`src/sv/multi_key_press_event_scanner_defines.svh`:
```
// Assertion macros for the key press event scanner.
`ifndef MULTI_KEY_PRESS_EVENT_SCANNER_DEFINES_SVH
`define MULTI_KEY_PRESS_EVENT_SCANNER_DEFINES_SVH

// Same-cycle implication, sampled on clk, off during reset.
`define MKPES_ASSERT_SAME(lbl, ante, cons, msg) \
    lbl: assert property (@(posedge clk) disable iff (!rst_n) (ante) |-> (cons)) \
        else $error(msg);

// Next-cycle implication, sampled on clk, off during reset.
`define MKPES_ASSERT_NEXT(lbl, ante, cons, msg) \
    lbl: assert property (@(posedge clk) disable iff (!rst_n) (ante) |=> (cons)) \
        else $error(msg);

`endif

```
`src/sv/mkpes_pkg.sv`:
```
// Shared types and constants of the key press event scanner.
`default_nettype none

package mkpes_pkg;

    localparam int NUM_KEYS = 6;
    localparam int KEY_AW   = (NUM_KEYS > 1) ? $clog2(NUM_KEYS) : 1;
    localparam int LEVEL_W  = 6;
    localparam int IDX_W    = 3;
    localparam int KIND_W   = 3;
    localparam int CNT_W    = 16;
    localparam int ADDR_W   = 4;
    localparam int DATA_W   = 32;

    localparam int FIFO_DEPTH = 2;
    localparam int FIFO_AW    = 1;

    localparam logic [CNT_W-1:0] CNT_ONE        = 1;
    localparam logic [CNT_W-1:0] DEBOUNCE_RST   = 2;
    localparam logic [CNT_W-1:0] LONG_PRESS_RST = 100;
    localparam logic [CNT_W-1:0] REPEAT_RST     = 20;

    typedef enum logic [1:0] {
        REG_DEBOUNCE,
        REG_LONG_PRESS,
        REG_REPEAT
    } reg_idx_t;

    typedef enum logic [KIND_W-1:0] {
        EV_PRESS,
        EV_SHORT_RELEASE,
        EV_LONG_PRESS,
        EV_REPEAT,
        EV_LONG_RELEASE
    } ev_kind_t;

    typedef struct packed {
        logic [CNT_W-1:0] debounce_ticks;
        logic [CNT_W-1:0] long_press_ticks;
        logic [CNT_W-1:0] repeat_ticks;
    } cfg_vals_t;

    typedef struct packed {
        logic debounce;
        logic long_press;
        logic rpt;
    } cfg_reload_t;

    typedef struct packed {
        logic [NUM_KEYS-1:0]           mask;
        ev_kind_t [NUM_KEYS-1:0]       kind;
    } ev_rec_t;

    typedef struct packed {
        logic rec_busy;
    } back_stat_t;

endpackage

`default_nettype wire

```
`src/sv/multi_key_press_event_scanner.sv`:
```
// Top level of the key press event scanner: register port, front end, queue, back end.
//
// Each input transfer is one scan tick with the pressed level of six keys. Every key steps
// through wait, debounce, long-press wait and auto-repeat in the front end, one tick per
// cycle while the queue is not full; a tick's events go into a two-entry queue and the back
// end sends them one per cycle while out_stall is low, in key order, with last_event set on
// the tick's final event. A tick with no events is not queued and sends nothing. The first
// event of a tick passes through the queue, the back end's record register and its output
// register. in_stall rises only when the queue is full.
// Registers: 0x0 debounce_ticks, 0x4 long_press_ticks, 0x8 repeat_ticks (16 bits each);
// a write reloads the matching counter of every key and must be made while the block is idle.
`default_nettype none
`include "multi_key_press_event_scanner_defines.svh"

module multi_key_press_event_scanner (
    input  logic                            clk,
    input  logic                            rst_n,
    input  logic                            psel,
    input  logic                            penable,
    input  logic                            pwrite,
    input  logic [mkpes_pkg::ADDR_W-1:0]    paddr,
    input  logic [mkpes_pkg::DATA_W-1:0]    pwdata,
    output logic [mkpes_pkg::DATA_W-1:0]    prdata,
    output logic                            pready,
    input  logic                            in_valid,
    output logic                            in_stall,
    input  logic [mkpes_pkg::LEVEL_W-1:0]   key_levels,
    output logic                            out_valid,
    input  logic                            out_stall,
    output logic [mkpes_pkg::IDX_W-1:0]     key_index,
    output logic [mkpes_pkg::KIND_W-1:0]    event_kind,
    output logic                            last_event
);
    import mkpes_pkg::*;

    logic [CNT_W-1:0] debounce_ticks_reg;
    logic [CNT_W-1:0] long_press_ticks_reg;
    logic [CNT_W-1:0] repeat_ticks_reg;

    logic             wr_en;
    logic [1:0]       reg_sel;
    cfg_vals_t        cfg;
    cfg_reload_t      reload;
    ev_rec_t          q_wdata;
    ev_rec_t          q_head;
    logic             q_push;
    logic             q_pop;
    logic             q_full;
    logic             q_not_empty;
    back_stat_t       back_stat;

    assign pready  = 1'b1;
    assign wr_en   = psel && penable && pwrite && pready;
    assign reg_sel = paddr[3:2];

    assign reload.debounce   = wr_en && (reg_sel == REG_DEBOUNCE);
    assign reload.long_press = wr_en && (reg_sel == REG_LONG_PRESS);
    assign reload.rpt        = wr_en && (reg_sel == REG_REPEAT);

    always_comb
    begin
        case (reg_sel)
            REG_DEBOUNCE:   prdata = DATA_W'(debounce_ticks_reg);
            REG_LONG_PRESS: prdata = DATA_W'(long_press_ticks_reg);
            REG_REPEAT:     prdata = DATA_W'(repeat_ticks_reg);
            default:        prdata = '0;
        endcase
    end

    always_ff @(posedge clk or negedge rst_n)
    begin
        if (!rst_n)
        begin
            debounce_ticks_reg   <= DEBOUNCE_RST;
            long_press_ticks_reg <= LONG_PRESS_RST;
            repeat_ticks_reg     <= REPEAT_RST;
        end
        else
        begin
            if (reload.debounce)
                debounce_ticks_reg <= pwdata[CNT_W-1:0];
            if (reload.long_press)
                long_press_ticks_reg <= pwdata[CNT_W-1:0];
            if (reload.rpt)
                repeat_ticks_reg <= pwdata[CNT_W-1:0];
        end
    end

    // reloads take the value being written, not the old register
    assign cfg.debounce_ticks   = reload.debounce   ? pwdata[CNT_W-1:0] : debounce_ticks_reg;
    assign cfg.long_press_ticks = reload.long_press ? pwdata[CNT_W-1:0] : long_press_ticks_reg;
    assign cfg.repeat_ticks     = reload.rpt        ? pwdata[CNT_W-1:0] : repeat_ticks_reg;

    mkpes_front u_front (
        .clk        (clk),
        .rst_n      (rst_n),
        .in_valid   (in_valid),
        .in_stall   (in_stall),
        .key_levels (key_levels),
        .cfg        (cfg),
        .reload     (reload),
        .q_full     (q_full),
        .q_push     (q_push),
        .q_data     (q_wdata)
    );

    mkpes_fifo u_fifo (
        .clk       (clk),
        .rst_n     (rst_n),
        .push      (q_push),
        .push_data (q_wdata),
        .pop       (q_pop),
        .head      (q_head),
        .full      (q_full),
        .not_empty (q_not_empty)
    );

    mkpes_back u_back (
        .clk         (clk),
        .rst_n       (rst_n),
        .head        (q_head),
        .q_not_empty (q_not_empty),
        .q_pop       (q_pop),
        .out_valid   (out_valid),
        .out_stall   (out_stall),
        .key_index   (key_index),
        .event_kind  (event_kind),
        .last_event  (last_event),
        .stat        (back_stat)
    );

    `MKPES_ASSERT_SAME(a_more_pending, out_valid && !last_event, back_stat.rec_busy, "event not last but nothing pending")
    `MKPES_ASSERT_NEXT(a_no_gap, out_valid && !out_stall && !last_event, out_valid, "gap inside a tick's events")
    `MKPES_ASSERT_NEXT(a_key_order, out_valid && !out_stall && !last_event, key_index > $past(key_index), "events of a tick out of key order")

endmodule

`default_nettype wire

```
`src/sv/mkpes_front.sv`:
```
// Front end: takes scan ticks, steps every key's stage machine, queues the tick's events.
`default_nettype none

module mkpes_front (
    input  logic                              clk,
    input  logic                              rst_n,
    input  logic                              in_valid,
    output logic                              in_stall,
    input  logic [mkpes_pkg::LEVEL_W-1:0]     key_levels,
    input  mkpes_pkg::cfg_vals_t              cfg,
    input  mkpes_pkg::cfg_reload_t            reload,
    input  logic                              q_full,
    output logic                              q_push,
    output mkpes_pkg::ev_rec_t                q_data
);
    import mkpes_pkg::*;

    typedef enum logic [1:0] {
        ST_WAIT,
        ST_DEBOUNCE,
        ST_LONG,
        ST_REPEAT
    } stage_t;

    stage_t           stage_reg    [NUM_KEYS];
    stage_t           stage_next   [NUM_KEYS];
    logic [CNT_W-1:0] deb_left_reg [NUM_KEYS];
    logic [CNT_W-1:0] deb_left_next[NUM_KEYS];
    logic [CNT_W-1:0] lp_left_reg  [NUM_KEYS];
    logic [CNT_W-1:0] lp_left_next [NUM_KEYS];
    logic [CNT_W-1:0] rp_left_reg  [NUM_KEYS];
    logic [CNT_W-1:0] rp_left_next [NUM_KEYS];

    logic [NUM_KEYS-1:0]     pressed;
    logic [NUM_KEYS-1:0]     fire;
    ev_kind_t [NUM_KEYS-1:0] kind;
    logic                    accept;

    for (genvar g = 0; g < NUM_KEYS; g++)
    begin : g_lvl
        if (g < LEVEL_W)
        begin : g_used
            assign pressed[g] = key_levels[g];
        end
        else
        begin : g_none
            assign pressed[g] = 1'b0;
        end
    end

    assign in_stall = q_full;
    assign accept   = in_valid && !q_full;

    always_comb
    begin
        for (int k = 0; k < NUM_KEYS; k++)
        begin
            stage_next[k]    = stage_reg[k];
            deb_left_next[k] = deb_left_reg[k];
            lp_left_next[k]  = lp_left_reg[k];
            rp_left_next[k]  = rp_left_reg[k];
            fire[k]          = 1'b0;
            kind[k]          = EV_PRESS;
            case (stage_reg[k])
                ST_WAIT:
                begin
                    if (pressed[k])
                        stage_next[k] = ST_DEBOUNCE;
                end
                ST_DEBOUNCE:
                begin
                    if (pressed[k])
                    begin
                        if (deb_left_reg[k] <= CNT_ONE)
                        begin
                            deb_left_next[k] = cfg.debounce_ticks;
                            stage_next[k]    = ST_LONG;
                            fire[k]          = 1'b1;
                            kind[k]          = EV_PRESS;
                        end
                        else
                            deb_left_next[k] = deb_left_reg[k] - CNT_ONE;
                    end
                    else
                    begin
                        deb_left_next[k] = cfg.debounce_ticks;
                        stage_next[k]    = ST_WAIT;
                    end
                end
                ST_LONG:
                begin
                    if (pressed[k])
                    begin
                        if (lp_left_reg[k] <= CNT_ONE)
                        begin
                            lp_left_next[k] = cfg.long_press_ticks;
                            stage_next[k]   = ST_REPEAT;
                            fire[k]         = 1'b1;
                            kind[k]         = EV_LONG_PRESS;
                        end
                        else
                            lp_left_next[k] = lp_left_reg[k] - CNT_ONE;
                    end
                    else
                    begin
                        lp_left_next[k] = cfg.long_press_ticks;
                        stage_next[k]   = ST_WAIT;
                        fire[k]         = 1'b1;
                        kind[k]         = EV_SHORT_RELEASE;
                    end
                end
                ST_REPEAT:
                begin
                    if (pressed[k])
                    begin
                        if (rp_left_reg[k] <= CNT_ONE)
                        begin
                            rp_left_next[k] = cfg.repeat_ticks;
                            fire[k]         = 1'b1;
                            kind[k]         = EV_REPEAT;
                        end
                        else
                            rp_left_next[k] = rp_left_reg[k] - CNT_ONE;
                    end
                    else
                    begin
                        rp_left_next[k] = cfg.repeat_ticks;
                        stage_next[k]   = ST_WAIT;
                        fire[k]         = 1'b1;
                        kind[k]         = EV_LONG_RELEASE;
                    end
                end
                default:
                begin
                    stage_next[k] = ST_WAIT;
                end
            endcase
        end
    end

    assign q_push      = accept && (|fire);
    assign q_data.mask = fire;
    assign q_data.kind = kind;

    always_ff @(posedge clk or negedge rst_n)
    begin
        if (!rst_n)
        begin
            for (int k = 0; k < NUM_KEYS; k++)
            begin
                stage_reg[k]    <= ST_WAIT;
                deb_left_reg[k] <= DEBOUNCE_RST;
                lp_left_reg[k]  <= LONG_PRESS_RST;
                rp_left_reg[k]  <= REPEAT_RST;
            end
        end
        else
        begin
            for (int k = 0; k < NUM_KEYS; k++)
            begin
                if (accept)
                    stage_reg[k] <= stage_next[k];
                // register writes reload the matching counters of all keys
                if (reload.debounce)
                    deb_left_reg[k] <= cfg.debounce_ticks;
                else if (accept)
                    deb_left_reg[k] <= deb_left_next[k];
                if (reload.long_press)
                    lp_left_reg[k] <= cfg.long_press_ticks;
                else if (accept)
                    lp_left_reg[k] <= lp_left_next[k];
                if (reload.rpt)
                    rp_left_reg[k] <= cfg.repeat_ticks;
                else if (accept)
                    rp_left_reg[k] <= rp_left_next[k];
            end
        end
    end

endmodule

`default_nettype wire

```
`src/sv/mkpes_fifo.sv`:
```
// Short queue of per-tick event records between front and back end.
`default_nettype none

module mkpes_fifo (
    input  logic                 clk,
    input  logic                 rst_n,
    input  logic                 push,
    input  mkpes_pkg::ev_rec_t   push_data,
    input  logic                 pop,
    output mkpes_pkg::ev_rec_t   head,
    output logic                 full,
    output logic                 not_empty
);
    import mkpes_pkg::*;

    ev_rec_t            mem_reg [FIFO_DEPTH];
    logic [FIFO_AW-1:0] wr_ptr_reg;
    logic [FIFO_AW-1:0] wr_ptr_next;
    logic [FIFO_AW-1:0] rd_ptr_reg;
    logic [FIFO_AW-1:0] rd_ptr_next;
    logic [FIFO_AW:0]   count_reg;
    logic [FIFO_AW:0]   count_next;
    logic               do_push;
    logic               do_pop;

    assign full      = (count_reg == (FIFO_AW + 1)'(FIFO_DEPTH));
    assign not_empty = (count_reg != '0);
    assign head      = mem_reg[rd_ptr_reg];
    assign do_push   = push && !full;
    assign do_pop    = pop && not_empty;

    always_comb
    begin
        wr_ptr_next = wr_ptr_reg;
        rd_ptr_next = rd_ptr_reg;
        count_next  = count_reg;
        if (do_push)
            wr_ptr_next = (wr_ptr_reg == FIFO_AW'(FIFO_DEPTH - 1)) ? '0 : wr_ptr_reg + 1'b1;
        if (do_pop)
            rd_ptr_next = (rd_ptr_reg == FIFO_AW'(FIFO_DEPTH - 1)) ? '0 : rd_ptr_reg + 1'b1;
        if (do_push && !do_pop)
            count_next = count_reg + 1'b1;
        else if (do_pop && !do_push)
            count_next = count_reg - 1'b1;
    end

    always_ff @(posedge clk or negedge rst_n)
    begin
        if (!rst_n)
        begin
            wr_ptr_reg <= '0;
            rd_ptr_reg <= '0;
            count_reg  <= '0;
        end
        else
        begin
            wr_ptr_reg <= wr_ptr_next;
            rd_ptr_reg <= rd_ptr_next;
            count_reg  <= count_next;
        end
    end

    always_ff @(posedge clk)
    begin
        if (do_push)
            mem_reg[wr_ptr_reg] <= push_data;
    end

endmodule

`default_nettype wire

```
`src/sv/mkpes_back.sv`:
```
// Back end: serializes one tick's events in key order onto the result channel.
`default_nettype none

module mkpes_back (
    input  logic                            clk,
    input  logic                            rst_n,
    input  mkpes_pkg::ev_rec_t              head,
    input  logic                            q_not_empty,
    output logic                            q_pop,
    output logic                            out_valid,
    input  logic                            out_stall,
    output logic [mkpes_pkg::IDX_W-1:0]     key_index,
    output logic [mkpes_pkg::KIND_W-1:0]    event_kind,
    output logic                            last_event,
    output mkpes_pkg::back_stat_t           stat
);
    import mkpes_pkg::*;

    logic [NUM_KEYS-1:0]     rec_mask_reg;
    logic [NUM_KEYS-1:0]     rec_mask_next;
    ev_kind_t [NUM_KEYS-1:0] rec_kind_reg;
    ev_kind_t [NUM_KEYS-1:0] rec_kind_next;
    logic                    out_valid_reg;
    logic                    out_valid_next;
    logic [IDX_W-1:0]        key_index_reg;
    logic [IDX_W-1:0]        key_index_next;
    ev_kind_t                event_kind_reg;
    ev_kind_t                event_kind_next;
    logic                    last_event_reg;
    logic                    last_event_next;

    logic                    load;
    logic [KEY_AW-1:0]       sel;
    logic [NUM_KEYS-1:0]     low_bit;
    logic [NUM_KEYS-1:0]     rem_mask;
    logic [NUM_KEYS-1:0]     mask_after;

    assign load = !out_valid_reg || !out_stall;

    always_comb
    begin
        sel     = '0;
        low_bit = '0;
        for (int k = NUM_KEYS - 1; k >= 0; k--)
        begin
            if (rec_mask_reg[k])
            begin
                sel     = KEY_AW'(k);
                low_bit = '0;
                low_bit[k] = 1'b1;
            end
        end
    end

    assign rem_mask   = rec_mask_reg & ~low_bit;
    assign mask_after = load ? rem_mask : rec_mask_reg;
    assign q_pop      = q_not_empty && (mask_after == '0);

    always_comb
    begin
        out_valid_next  = out_valid_reg;
        key_index_next  = key_index_reg;
        event_kind_next = event_kind_reg;
        last_event_next = last_event_reg;
        rec_mask_next   = mask_after;
        rec_kind_next   = rec_kind_reg;
        if (load)
        begin
            out_valid_next  = (rec_mask_reg != '0);
            key_index_next  = IDX_W'(sel);
            event_kind_next = rec_kind_reg[sel];
            last_event_next = (rem_mask == '0);
        end
        if (q_pop)
        begin
            rec_mask_next = head.mask;
            rec_kind_next = head.kind;
        end
    end

    always_ff @(posedge clk or negedge rst_n)
    begin
        if (!rst_n)
        begin
            out_valid_reg <= 1'b0;
            rec_mask_reg  <= '0;
        end
        else
        begin
            out_valid_reg <= out_valid_next;
            rec_mask_reg  <= rec_mask_next;
        end
    end

    always_ff @(posedge clk)
    begin
        key_index_reg  <= key_index_next;
        event_kind_reg <= event_kind_next;
        last_event_reg <= last_event_next;
        rec_kind_reg   <= rec_kind_next;
    end

    assign out_valid     = out_valid_reg;
    assign key_index     = key_index_reg;
    assign event_kind    = event_kind_reg;
    assign last_event    = last_event_reg;
    assign stat.rec_busy = (rec_mask_reg != '0);

endmodule

`default_nettype wire
```
`config.mk`:
```
export PLATFORM = sky130hd
export DESIGN_NAME = multi_key_press_event_scanner
export DESIGN_NICKNAME = d
export VERILOG_FILES = /design/src/sv/mkpes_pkg.sv /design/src/sv/multi_key_press_event_scanner.sv /design/src/sv/mkpes_front.sv /design/src/sv/mkpes_fifo.sv /design/src/sv/mkpes_back.sv
export VERILOG_INCLUDE_DIRS = /design/src /design/src/sv
export SDC_FILE = /design/constraint.sdc
export NUM_CORES = 1
export LEC_CHECK = 0
export BUFFER_PORTS_ARGS = -buffer_cell sky130_fd_sc_hd__buf_2
export CAP_MARGIN = 20
export CORE_ASPECT_RATIO = 1.2
export CORE_MARGIN = 2
export CORE_UTILIZATION = 30
export CTS_BUF_LIST = sky130_fd_sc_hd__clkbuf_4
export CTS_CLUSTER_SIZE = 8
export DETAILED_ROUTE_END_ITERATION = 10
export HOLD_SLACK_MARGIN = 0.03
export PLACE_DENSITY = 0.47
export SETUP_SLACK_MARGIN = 0.4
export SYNTH_ARGS = -nofsm -noshare
export SYNTH_HDL_FRONTEND = slang
export SYNTH_SLANG_ARGS = --single-unit
```
`constraint.sdc`:
```
create_clock -name clk -period 4.7 [get_ports clk]
set_input_delay 0.235 -clock clk [delete_from_list [all_inputs] [get_ports clk]]
set_output_delay 0.235 -clock clk [all_outputs]
set_load 0.05 [all_outputs]
```
==> impl_metrics.yaml, run 1 <==
yosys:
  syn_area_per_cell_um2: 8.36
  synthAdderAreaFrac: 0.0184
  synthSimpleGateAreaFrac: 0.211
  cell_count_after_synthesis: 3141
  synth_ff_type: "sky130_fd_sc_hd__dfrtp_1"
  syn_std_cell_area_mm2: 0.0263
  muxShareOfSynthArea: 0.0276
  synth_top_family_by_area: "compound AO/OA/AOI/OAI gates"
  synth-xor-area-share: 0.0120
  yosys_register_bits: 432
  synth-warning-count: 0
  synth-seq-area-share: 0.428
  ys_async_sr_fraction: 0.831
  synth_cell_types: 92
  post_synth_edffs: 73
  synth_compound_gate_area_share: 0.256
floorplan:
  floorplan.core_area_mm2: 0.0865
  boundary_pin_count: 91
  design.die.area_mm2: 0.0899
  initial_core_utilization: 0.304
  fp.dieW_um: 274
  placement_rows: 118
  vertical_die_dimension_um: 328
cts:
  cts_hold_repair.buffers: 32
  clock_tree.htree_level_count: 3
  clk_pin_slew_ns: 0.07
  clk-insertion-delay-late_ns: 0.96
  clock-root-buffer: "sky130_fd_sc_hd__clkbuf_4"
  postCtsSetupBuffers: 0
  clk_path_buf_depth: 3
  numClockSinks: 432
  tritoncts.num_buffers: 120
  cts.repair.resized: 0
  tritoncts: "built"
setup_path:
  timing.setup.critical_path_class: "reg -> reg"
  critPathMaxFanout: 20
  timing.critical_path.to_type: "flip-flop"
  r2r_slack_ns: 1.03
  timing.critical_path.arrival_ns: 4.28
  worst_setup_path_start_kind: "flip-flop"
  worstPathRequired_ns: 5.31
cells_and_area:
  layout_common_cells: "437 x sky130_fd_sc_hd__nand2_1, 354 x sky130_fd_sc_hd__o21ai_0, 343 x sky130_fd_sc_hd__nor2_1, 317 x sky130_fd_sc_hd__dfrtp_1, 255 x sky130_fd_sc_hd__a21oi_1"
  layout.cells.most_common: "sky130_fd_sc_hd__nand2_1"
  area_delta_synth_final_pct: 13.2
  utilization: 0.344
  final_layout_size_suffix_gt1_frac: 0.134
  n_fill_cell: 9202
  final_cell_count_no_fill: 4479
  nNetsFinal: 3323
pwr:
  intPower_mw: 8.93
  power.leakage_nw: 11.7
  comb_power_share: 0.332
  switching_share: 0.425
  peak_supply_drop_uv: 279
  clockPowerShare: 0.234
  power.density_mw_per_mm2: 522
  p_sw_mw: 6.59
  p_seq_frac: 0.434
route:
  drt-total-wl_mm: 106
  drtPass1Iterations: 7
  via_count: 25400
  vias_per_cell: 5.66
  avgRoutedWirePerCell_um: 23.7
  ant_nets: 0
  initialDrtViolationCount: 2313
  drt_drc_violations_left: 0
global_route:
  grt_start_max_net_pins: 85
  number_of_global_route_vias_before_repair: 24200
  grt_overflow: 0
  number_of_antenna_violations_at_the_first_check_in_global_routing: 4
  track_usage: 0.234
  grt_first_pass_wirelength_mm: 159
timing:
  hold-worst-slack_ns: 0.160
  timing_worst_slew_pin_value_ns: 0.991
  fmax_mhz: 272
  grt_setup_unrepaired: "false"
  setup_viol: 0
  period_utilization: 0.781
  finalSetupTns_ns: 0
  final_clock_skew_ns: 0.0649
  finalHoldViolations: 0
  min_period_ns: 3.67
  final.setup.worst_slack_ns: 1.03
  drv_slew: 0
  max-slew-margin-rel: 0.333
place:
  dp_hpwl_mm: 72.3
  placement.setup.worst_slack_ns: 1.08
  numPlacedInstances: 4223
  routabilityCongestion: 0.865
  port_buffers: 55
status:
  run_status: "finished, final reports clean"
min_path:
  worstHoldPathType: "in -> reg"
job:
  timing.max_cap.violations: 0
-- layout make-up --
cell class,count,area [µm²],share of cell area
antenna,2,5.00,0.000168
clock buffer,184,1380,0.0465
clock inverter,38,193,0.00648
inverter,87,327,0.0110
multi-input combinational,2431,13900,0.467
sequential,432,11200,0.378
tap,1140,1430,0.0480
timing repair buffer,165,1280,0.0432
-- path summary, 6_finish.rpt --
check,start,to,depth (start not counted)
max,u_front.lp_left_reg[8]$_DFFE_PN0P_,u_fifo.mem_reg[1][5]$_DFFE_PP_,9
min,paddr[3],u_front.rp_left_reg[41]$_DFFE_PN0P_,3
max reg2reg,u_front.lp_left_reg[8]$_DFFE_PN0P_,u_fifo.mem_reg[1][5]$_DFFE_PP_,9
min reg2reg,u_front.lp_left_reg[77]$_DFFE_PN0P_,u_front.lp_left_reg[77]$_DFFE_PN0P_,1
max in group asynchronous,rst_n,u_back.rec_mask_reg[1]$_DFF_PN0_,4
min in group asynchronous,rst_n,u_front.deb_left_reg[1]$_DFFE_PN1P_,3
-- worst max-delay path, cell delays in order (launching register included) --
cell                      delay, ns
sky130_fd_sc_hd__dfrtp_1       0.47
sky130_fd_sc_hd__nor4_1        0.54
sky130_fd_sc_hd__nand2_1       0.21
sky130_fd_sc_hd__o41ai_1       0.68
sky130_fd_sc_hd__buf_4         0.24
sky130_fd_sc_hd__nand2_1       0.05
sky130_fd_sc_hd__o21ai_0       0.30
sky130_fd_sc_hd__o41ai_2       0.29
sky130_fd_sc_hd__nor2_2        0.33
sky130_fd_sc_hd__buf_12        0.22
-- synthesized netlist by cell type (all sizes together), types with 19 or more instances --
| cell | number | share of area |
|---|---|---|
| mux2 | 22 | 0.0094 |
| or4 | 33 | 0.010 |
| dfstp | 42 | 0.042 |
| or3 | 31 | 0.0074 |
| o211ai | 95 | 0.027 |
| o221ai | 22 | 0.0073 |
| nand3 | 56 | 0.011 |
| clkbuf | 139 | 0.020 |
| edfxtp | 73 | 0.083 |
| nand4 | 20 | 0.0048 |
| a22oi | 28 | 0.0080 |
| a22o | 21 | 0.0070 |
| o41ai | 19 | 0.0073 |
| and3 | 20 | 0.0048 |
| ha | 37 | 0.018 |
| dfrtp | 317 | 0.30 |
| a21oi | 255 | 0.049 |
| and2 | 22 | 0.0052 |
| xnor2 | 20 | 0.0067 |
| a31oi | 47 | 0.011 |
| o21ai | 370 | 0.072 |
| buf | 67 | 0.015 |
| nor3 | 115 | 0.022 |
| mux2i | 41 | 0.016 |
| nor2 | 345 | 0.049 |
| nor4 | 59 | 0.015 |
| o22a | 20 | 0.0067 |
| inv | 87 | 0.012 |
| nand2 | 437 | 0.062 |
| o22ai | 24 | 0.0057 |
-- power by group through the flow --
| stage | registers [mW] | logic (mW) | clock network, mW |
|---|---|---|---|
| 5_1_grt | 6.90 | 5.76 | 3.95 |
| 3_3_place_gp | 6.74 | 5.07 | 0 |
| 3_5_place_dp | 6.74 | 5.10 | 0 |
| 2_1_floorplan | 6.17 | 3.82 | 0 |
| 6_report | 6.74 | 5.15 | 3.63 |
| 4_1_cts | 6.69 | 5.15 | 3.75 |
-- cell families (layout without fill, tap and decap cells) --
kind of cell	count (synthesis)	count (layout)
mux	66	66
buf+inv	293	474
flops	432	432
simple gates	1205	1205
xor+xnor	36	36
fa+ha+maj	39	39
other cells	2	19
compound gates	1068	1068
-- through the flow --
| stage | area [µm²] | total power, mW |
|---|---|---|
| floorplan | 26300 | 9.99 |
| global placement | 27800 | 11.8 |
| detailed placement | 27800 | 11.8 |
| CTS | 29700 | 15.6 |
| global route | 29700 | 16.6 |
| finish | 29700 | 15.5 |
-- routing by layer --
layer	routed length [µm]	global-route usage
met1	46700	0.314
met3	6140	0.0344
met2	49100	0.376
met4	4220	0.0977
met5	21	0
(Power assumes the default switching activity.)
==> run 2, diff against run 1 <==
Clock period 4.7 ns to 3.8 ns, I/O delays scaled along.
==> impl_metrics.yaml, run 2 (synthesized netlist as in run 1, its figures left out) <==
route:
  ant_nets: 0
  drt-total-wl_mm: 108
  vias_per_cell: 5.66
  drtPass1Iterations: 5
  drt_drc_violations_left: 0
  initialDrtViolationCount: 2368
  avgRoutedWirePerCell_um: 23.8
  via_count: 25700
pwr:
  p_sw_mw: 8.18
  peak_supply_drop_uv: 258
  power.leakage_nw: 12.0
  switching_share: 0.419
  p_seq_frac: 0.427
  comb_power_share: 0.335
  power.density_mw_per_mm2: 645
  clockPowerShare: 0.238
  intPower_mw: 11.4
timing:
  drv_slew: 0
  timing_worst_slew_pin_value_ns: 0.934
  period_utilization: 0.855
  setup_viol: 0
  max-slew-margin-rel: 0.372
  final_clock_skew_ns: 0.0983
  hold-worst-slack_ns: 0.115
  fmax_mhz: 308
  min_period_ns: 3.25
  finalHoldViolations: 0
  finalSetupTns_ns: 0
  grt_setup_unrepaired: "true"
cells_and_area:
  seq_area_mm2: 0.0112
  final_layout_size_suffix_gt1_frac: 0.148
  n_fill_cell: 9216
  area_delta_synth_final_pct: 15.4
  nNetsFinal: 3378
  layout.cells.most_common: "sky130_fd_sc_hd__nand2_1"
  multi_input_comb_area_mm2: 0.0139
  utilization: 0.350
  layout_common_cells: "437 x sky130_fd_sc_hd__nand2_1, 352 x sky130_fd_sc_hd__o21ai_0, 343 x sky130_fd_sc_hd__nor2_1, 317 x sky130_fd_sc_hd__dfrtp_1, 255 x sky130_fd_sc_hd__a21oi_1"
setup_path:
  worstPathRequired_ns: 4.38
  critical_path.endpoint: "u_fifo.mem_reg[0][16]$_DFFE_PP_"
  crit_path_start: "u_front.rp_left_reg[85]$_DFFE_PN0P_"
  worst_setup_path_start_kind: "flip-flop"
  timing.critical_path.arrival_ns: 3.83
  r2r-end: "u_fifo.mem_reg[0][16]$_DFFE_PP_"
  r2r-start: "u_front.rp_left_reg[85]$_DFFE_PN0P_"
  worst_r2r_path_depth: 10
  critPathMaxFanout: 13
  timing.critical_path.to_type: "flip-flop"
  r2r_slack_ns: 0.55
  timing.setup.critical_path_class: "reg -> reg"
cts:
  numClockSinks: 432
  clock-root-buffer: "sky130_fd_sc_hd__clkbuf_4"
  tritoncts: "built"
  clk_path_buf_depth: 3
  clock_tree.htree_level_count: 3
  clk-insertion-delay-late_ns: 0.98
  clk_pin_slew_ns: 0.07
  tritoncts.num_buffers: 121
global_route:
  grt_overflow: 0
  number_of_global_route_vias_before_repair: 24200
  grt_first_pass_wirelength_mm: 160
  grt_start_max_net_pins: 78
  number_of_antenna_violations_at_the_first_check_in_global_routing: 5
  track_usage: 0.238
place:
  port_buffers: 55
  dp_hpwl_mm: 74.8
  routabilityCongestion: 0.889
job:
  timing.max_cap.violations: 0
floorplan:
  boundary_pin_count: 91
  vertical_die_dimension_um: 328
  initial_core_utilization: 0.304
  design.die.area_mm2: 0.0899
  placement_rows: 118
  floorplan.core_area_mm2: 0.0865
  fp.dieW_um: 274
min_path:
  worstHoldPathType: "in -> reg"
status:
  run_status: "finished, final reports clean"
[run 2: changes by cell type in the layout (fill, tap and decap cells not counted), sizes merged, moves of 2 or more]
cell and delta:
dlygate4sd3 +5, buf +49, clkbuf +5, bufinv +2
[run 2: per-stage QoR]
step                instance area [µm²]  cells  setup slack (ns)  power, mW
finish                            30300   4537             0.553       19.5
global route                      30300   4536             0.381       20.9
CTS                               30200   4530             0.419       19.6
detailed placement                28200   4267             0.233       14.7
global placement                  28200   4267             0.239       14.7
floorplan                         26300   3156             0.243       12.4
[run 2: worst min path at each step]
stage               startpoint                                end  slack (ns)  cells past startpoint
global placement         rst_n    debounce_ticks_reg[5]$_DFF_PN0_        0.27                      1
global route            pwrite  long_press_ticks_reg[7]$_DFF_PN0_        0.13                      4
finish                  pwrite  long_press_ticks_reg[7]$_DFF_PN0_        0.12                      4
floorplan                rst_n    debounce_ticks_reg[0]$_DFF_PN0_       -0.11                      0
CTS                     pwrite  long_press_ticks_reg[7]$_DFF_PN0_        0.04                      4
detailed placement       rst_n    debounce_ticks_reg[5]$_DFF_PN0_        0.27                      1
[run 2: cell type report]
type / instances / area share
clock buffer: 189 / 0.0468
multi-input combinational: 2431 / 0.460
sequential: 432 / 0.371
clock inverter: 37 / 0.00739
tap: 1140 / 0.0471
antenna: 2 / 0.000165
inverter: 87 / 0.0108
timing repair buffer: 219 / 0.0576
[run 2: power groups by stage]
stage	Sequential (mW)	Combinational (mW)	Clock [mW]
finish	8.35	6.54	4.66
global route	8.57	7.32	5.03
CTS	8.34	6.43	4.80
detailed placement	8.40	6.35	0
global placement	8.41	6.33	0
floorplan	7.63	4.73	0
[run 2: routing by layer]
layer  track usage  up-vias  wire length [µm]
li1              -    11900                 -
met1         0.319    12600             46500
met2         0.380      928             49800
met3        0.0332      206              6930
met4         0.107        2              4790
met5             0        -                12
[run 2: timing repair]
item / in CTS / in global routing
setup buffers: 0 / 4
endpoints found under the setup margin: 36 / 2
cloned: 0 / 0
resized for setup: 4 / 7
hold endpoints to repair: 613 / 0
hold buffers: 37 / 0
pin swaps: 0 / 4
[run 2: critical path, stage by stage (launching register included)]
cell,delay (ns)
sky130_fd_sc_hd__dfrtp_1,0.44
sky130_fd_sc_hd__or4_4,0.53
sky130_fd_sc_hd__or4b_4,0.59
sky130_fd_sc_hd__o32ai_1,0.30
sky130_fd_sc_hd__buf_4,0.17
sky130_fd_sc_hd__nor3_2,0.08
sky130_fd_sc_hd__o211ai_1,0.18
sky130_fd_sc_hd__o41ai_4,0.13
sky130_fd_sc_hd__buf_4,0.16
sky130_fd_sc_hd__nor2_2,0.09
sky130_fd_sc_hd__buf_4,0.23
==> run 3, diff against run 2 <==
Settings changed: ABC_AREA from default to 1, CORE_UTILIZATION 30 to 51, PLACE_DENSITY 0.47 to 0.71, SYNTH_HIERARCHICAL from default to 1.
==> impl_metrics.yaml, run 3 <==
setup_path:
  timing.critical_path.to_type: "flip-flop"
  worst_setup_path_start_kind: "input port"
  worstPathRequired_ns: 4.57
  timing.setup.critical_path_class: "in -> reg"
  critPathMaxFanout: 13
  critical_path.slowest_cell: "sky130_fd_sc_hd__dlygate4sd3_1"
  critPathMaxStageDelay_ns: 0.60
  crit_path_frequent_cell: "sky130_fd_sc_hd__dlygate4sd3_1"
  timing.critical_path.arrival_ns: 3.69
  worstPathCellList: "dlygate4sd3_1 > buf_2 > inv_2 > nand2_2 > dlygate4sd3_1 > nor2_4 > buf_4 > nand2_1 > dlygate4sd3_1 > nand2_1 > inv_1 > a21oi_1 > o21ai_0 > o21ai_0"
  worst_r2r_path_depth: 17
cells_and_area:
  utilization: 0.564
  layout_common_cells: "858 x sky130_fd_sc_hd__nand2_1, 351 x sky130_fd_sc_hd__nor2_1, 345 x sky130_fd_sc_hd__o21ai_0, 333 x sky130_fd_sc_hd__inv_1, 317 x sky130_fd_sc_hd__dfrtp_1"
  n_fill_cell: 4989
  final_cell_count_no_fill: 4462
  nNetsFinal: 3744
  layout.cells.most_common: "sky130_fd_sc_hd__nand2_1"
  final_layout_size_suffix_gt1_frac: 0.147
  seq_area_mm2: 0.0112
  area_delta_synth_final_pct: 9.70
  multi_input_comb_area_mm2: 0.0133
global_route:
  grt_overflow: 0
  number_of_antenna_violations_at_the_first_check_in_global_routing: 3
  grt_start_max_net_pins: 65
  track_usage: 0.276
  number_of_global_route_vias_before_repair: 23300
  global_route.peak_usage_layer: "met2"
  grt_first_pass_wirelength_mm: 120
  grt_met2_use: 0.451
  gr-usage-met3: 0.0482
  gr-usage-met1: 0.350
cts:
  cts.repair.resized: 0
  clock_tree.htree_level_count: 3
  clk_path_buf_depth: 3
  tritoncts.num_buffers: 112
  clock-root-buffer: "sky130_fd_sc_hd__clkbuf_4"
  clk_pin_slew_ns: 0.07
  tritoncts: "built"
  cts_hold_repair.buffers: 49
  clk-insertion-delay-late_ns: 0.92
  numClockSinks: 432
  postCtsSetupBuffers: 0
timing:
  drv_slew: 0
  period_utilization: 0.768
  fmax_mhz: 343
  max-slew-margin-rel: 0.317
  finalSetupTns_ns: 0
  final_clock_skew_ns: 0.0765
  min_period_ns: 2.92
  timing_worst_slew_pin_value_ns: 1.03
  setup_viol: 0
  grt_setup_unrepaired: "false"
  finalHoldViolations: 0
  final.setup.worst_slack_ns: 0.883
yosys:
  syn_area_per_cell_um2: 7.61
  cell_count_after_synthesis: 3534
  synth-warning-count: 6
  syn_std_cell_area_mm2: 0.0269
floorplan:
  boundary_pin_count: 91
  placement_rows: 92
  initial_core_utilization: 0.514
  floorplan.core_area_mm2: 0.0523
  fp.dieW_um: 214
  vertical_die_dimension_um: 256
  design.die.area_mm2: 0.0546
route:
  drt-total-wl_mm: 74.5
  initialDrtViolationCount: 2030
  drt_drc_violations_left: 0
  avgRoutedWirePerCell_um: 16.7
  vias_per_cell: 5.43
  ant_nets: 0
  drtPass1Iterations: 6
  via_count: 24200
place:
  dp_hpwl_mm: 51.4
  numPlacedInstances: 4199
  placement.setup.worst_slack_ns: 0.952
  routabilityCongestion: 0.908
  port_buffers: 55
min_path:
  hold-path-cell-count: 4
  worstHoldPathType: "in -> reg"
job:
  timing.max_cap.violations: 0
pwr:
  power.leakage_nw: 13.8
  peak_supply_drop_uv: 440
  power.density_mw_per_mm2: 757
status:
  run_status: "finished, final reports clean"
-- run 3: worst max-delay path: cells and delay by family --
family          cells  cell delay, ns
simple gates        4            0.65
buf+inv             7            2.43
compound gates      3            0.40
-- run 3: path summary, 6_finish.rpt --
check                           slack, ns                           startpoint                              endpoint
worst max-delay path                 0.88                             paddr[2]   u_front/rp_left_reg[46]$_DFFE_PN0P_
worst min-delay path                 0.25                            out_stall          u_back/out_valid$_DFFE_PN0N_
worst max register to register       0.89  u_front/deb_left_reg[0]$_DFFE_PN0P_        u_fifo/mem_reg[0][0]$_DFFE_PP_
worst min register to register       0.48  u_front/lp_left_reg[37]$_DFFE_PN1P_   u_front/lp_left_reg[37]$_DFFE_PN1P_
max in group asynchronous            2.69                                rst_n  u_front/deb_left_reg[65]$_DFFE_PN1P_
min in group asynchronous            0.54                                rst_n   u_front/lp_left_reg[38]$_DFFE_PN1P_
-- run 3: area by class of cell --
cell class / instances / area share
Clock buffer: 175 / 0.0445
Clock inverter: 35 / 0.00747
Antenna cell: 3 / 0.000255
Multi-Input combinational cell: 2598 / 0.452
Timing Repair Buffer: 135 / 0.0361
Inverter: 379 / 0.0486
Sequential cell: 432 / 0.381
Tap cell: 705 / 0.0299
-- run 3: stage by stage --
stage / hold slack, ns / power [mW] / area (µm²)
after global placement: 0.249 / 17.7 / 27400
final: 0.251 / 22.3 / 29500
after floorplan: -0.106 / 15.6 / 26900
after CTS: 0.171 / 22.3 / 29500
after detailed placement: 0.259 / 17.8 / 27400
after global routing: 0.268 / 24.2 / 29500
-- run 3: where the power goes --
part           leakage [nW]  switching [mW]  internal [mW]  total, mW
combinational          7.77            6.33           3.18       9.51
clock                 0.911            2.00           2.29       4.29
sequential             5.09            1.63           6.89       8.52
total                  13.8            9.96           12.4       22.3
-- run 3: layer usage --
metal  vias to the layer above  part of all wire
met5                         -                 0
met4                         0             0.045
met3                       170             0.068
met2                       822              0.47
met1                     11300              0.42
li1                      11900                 -
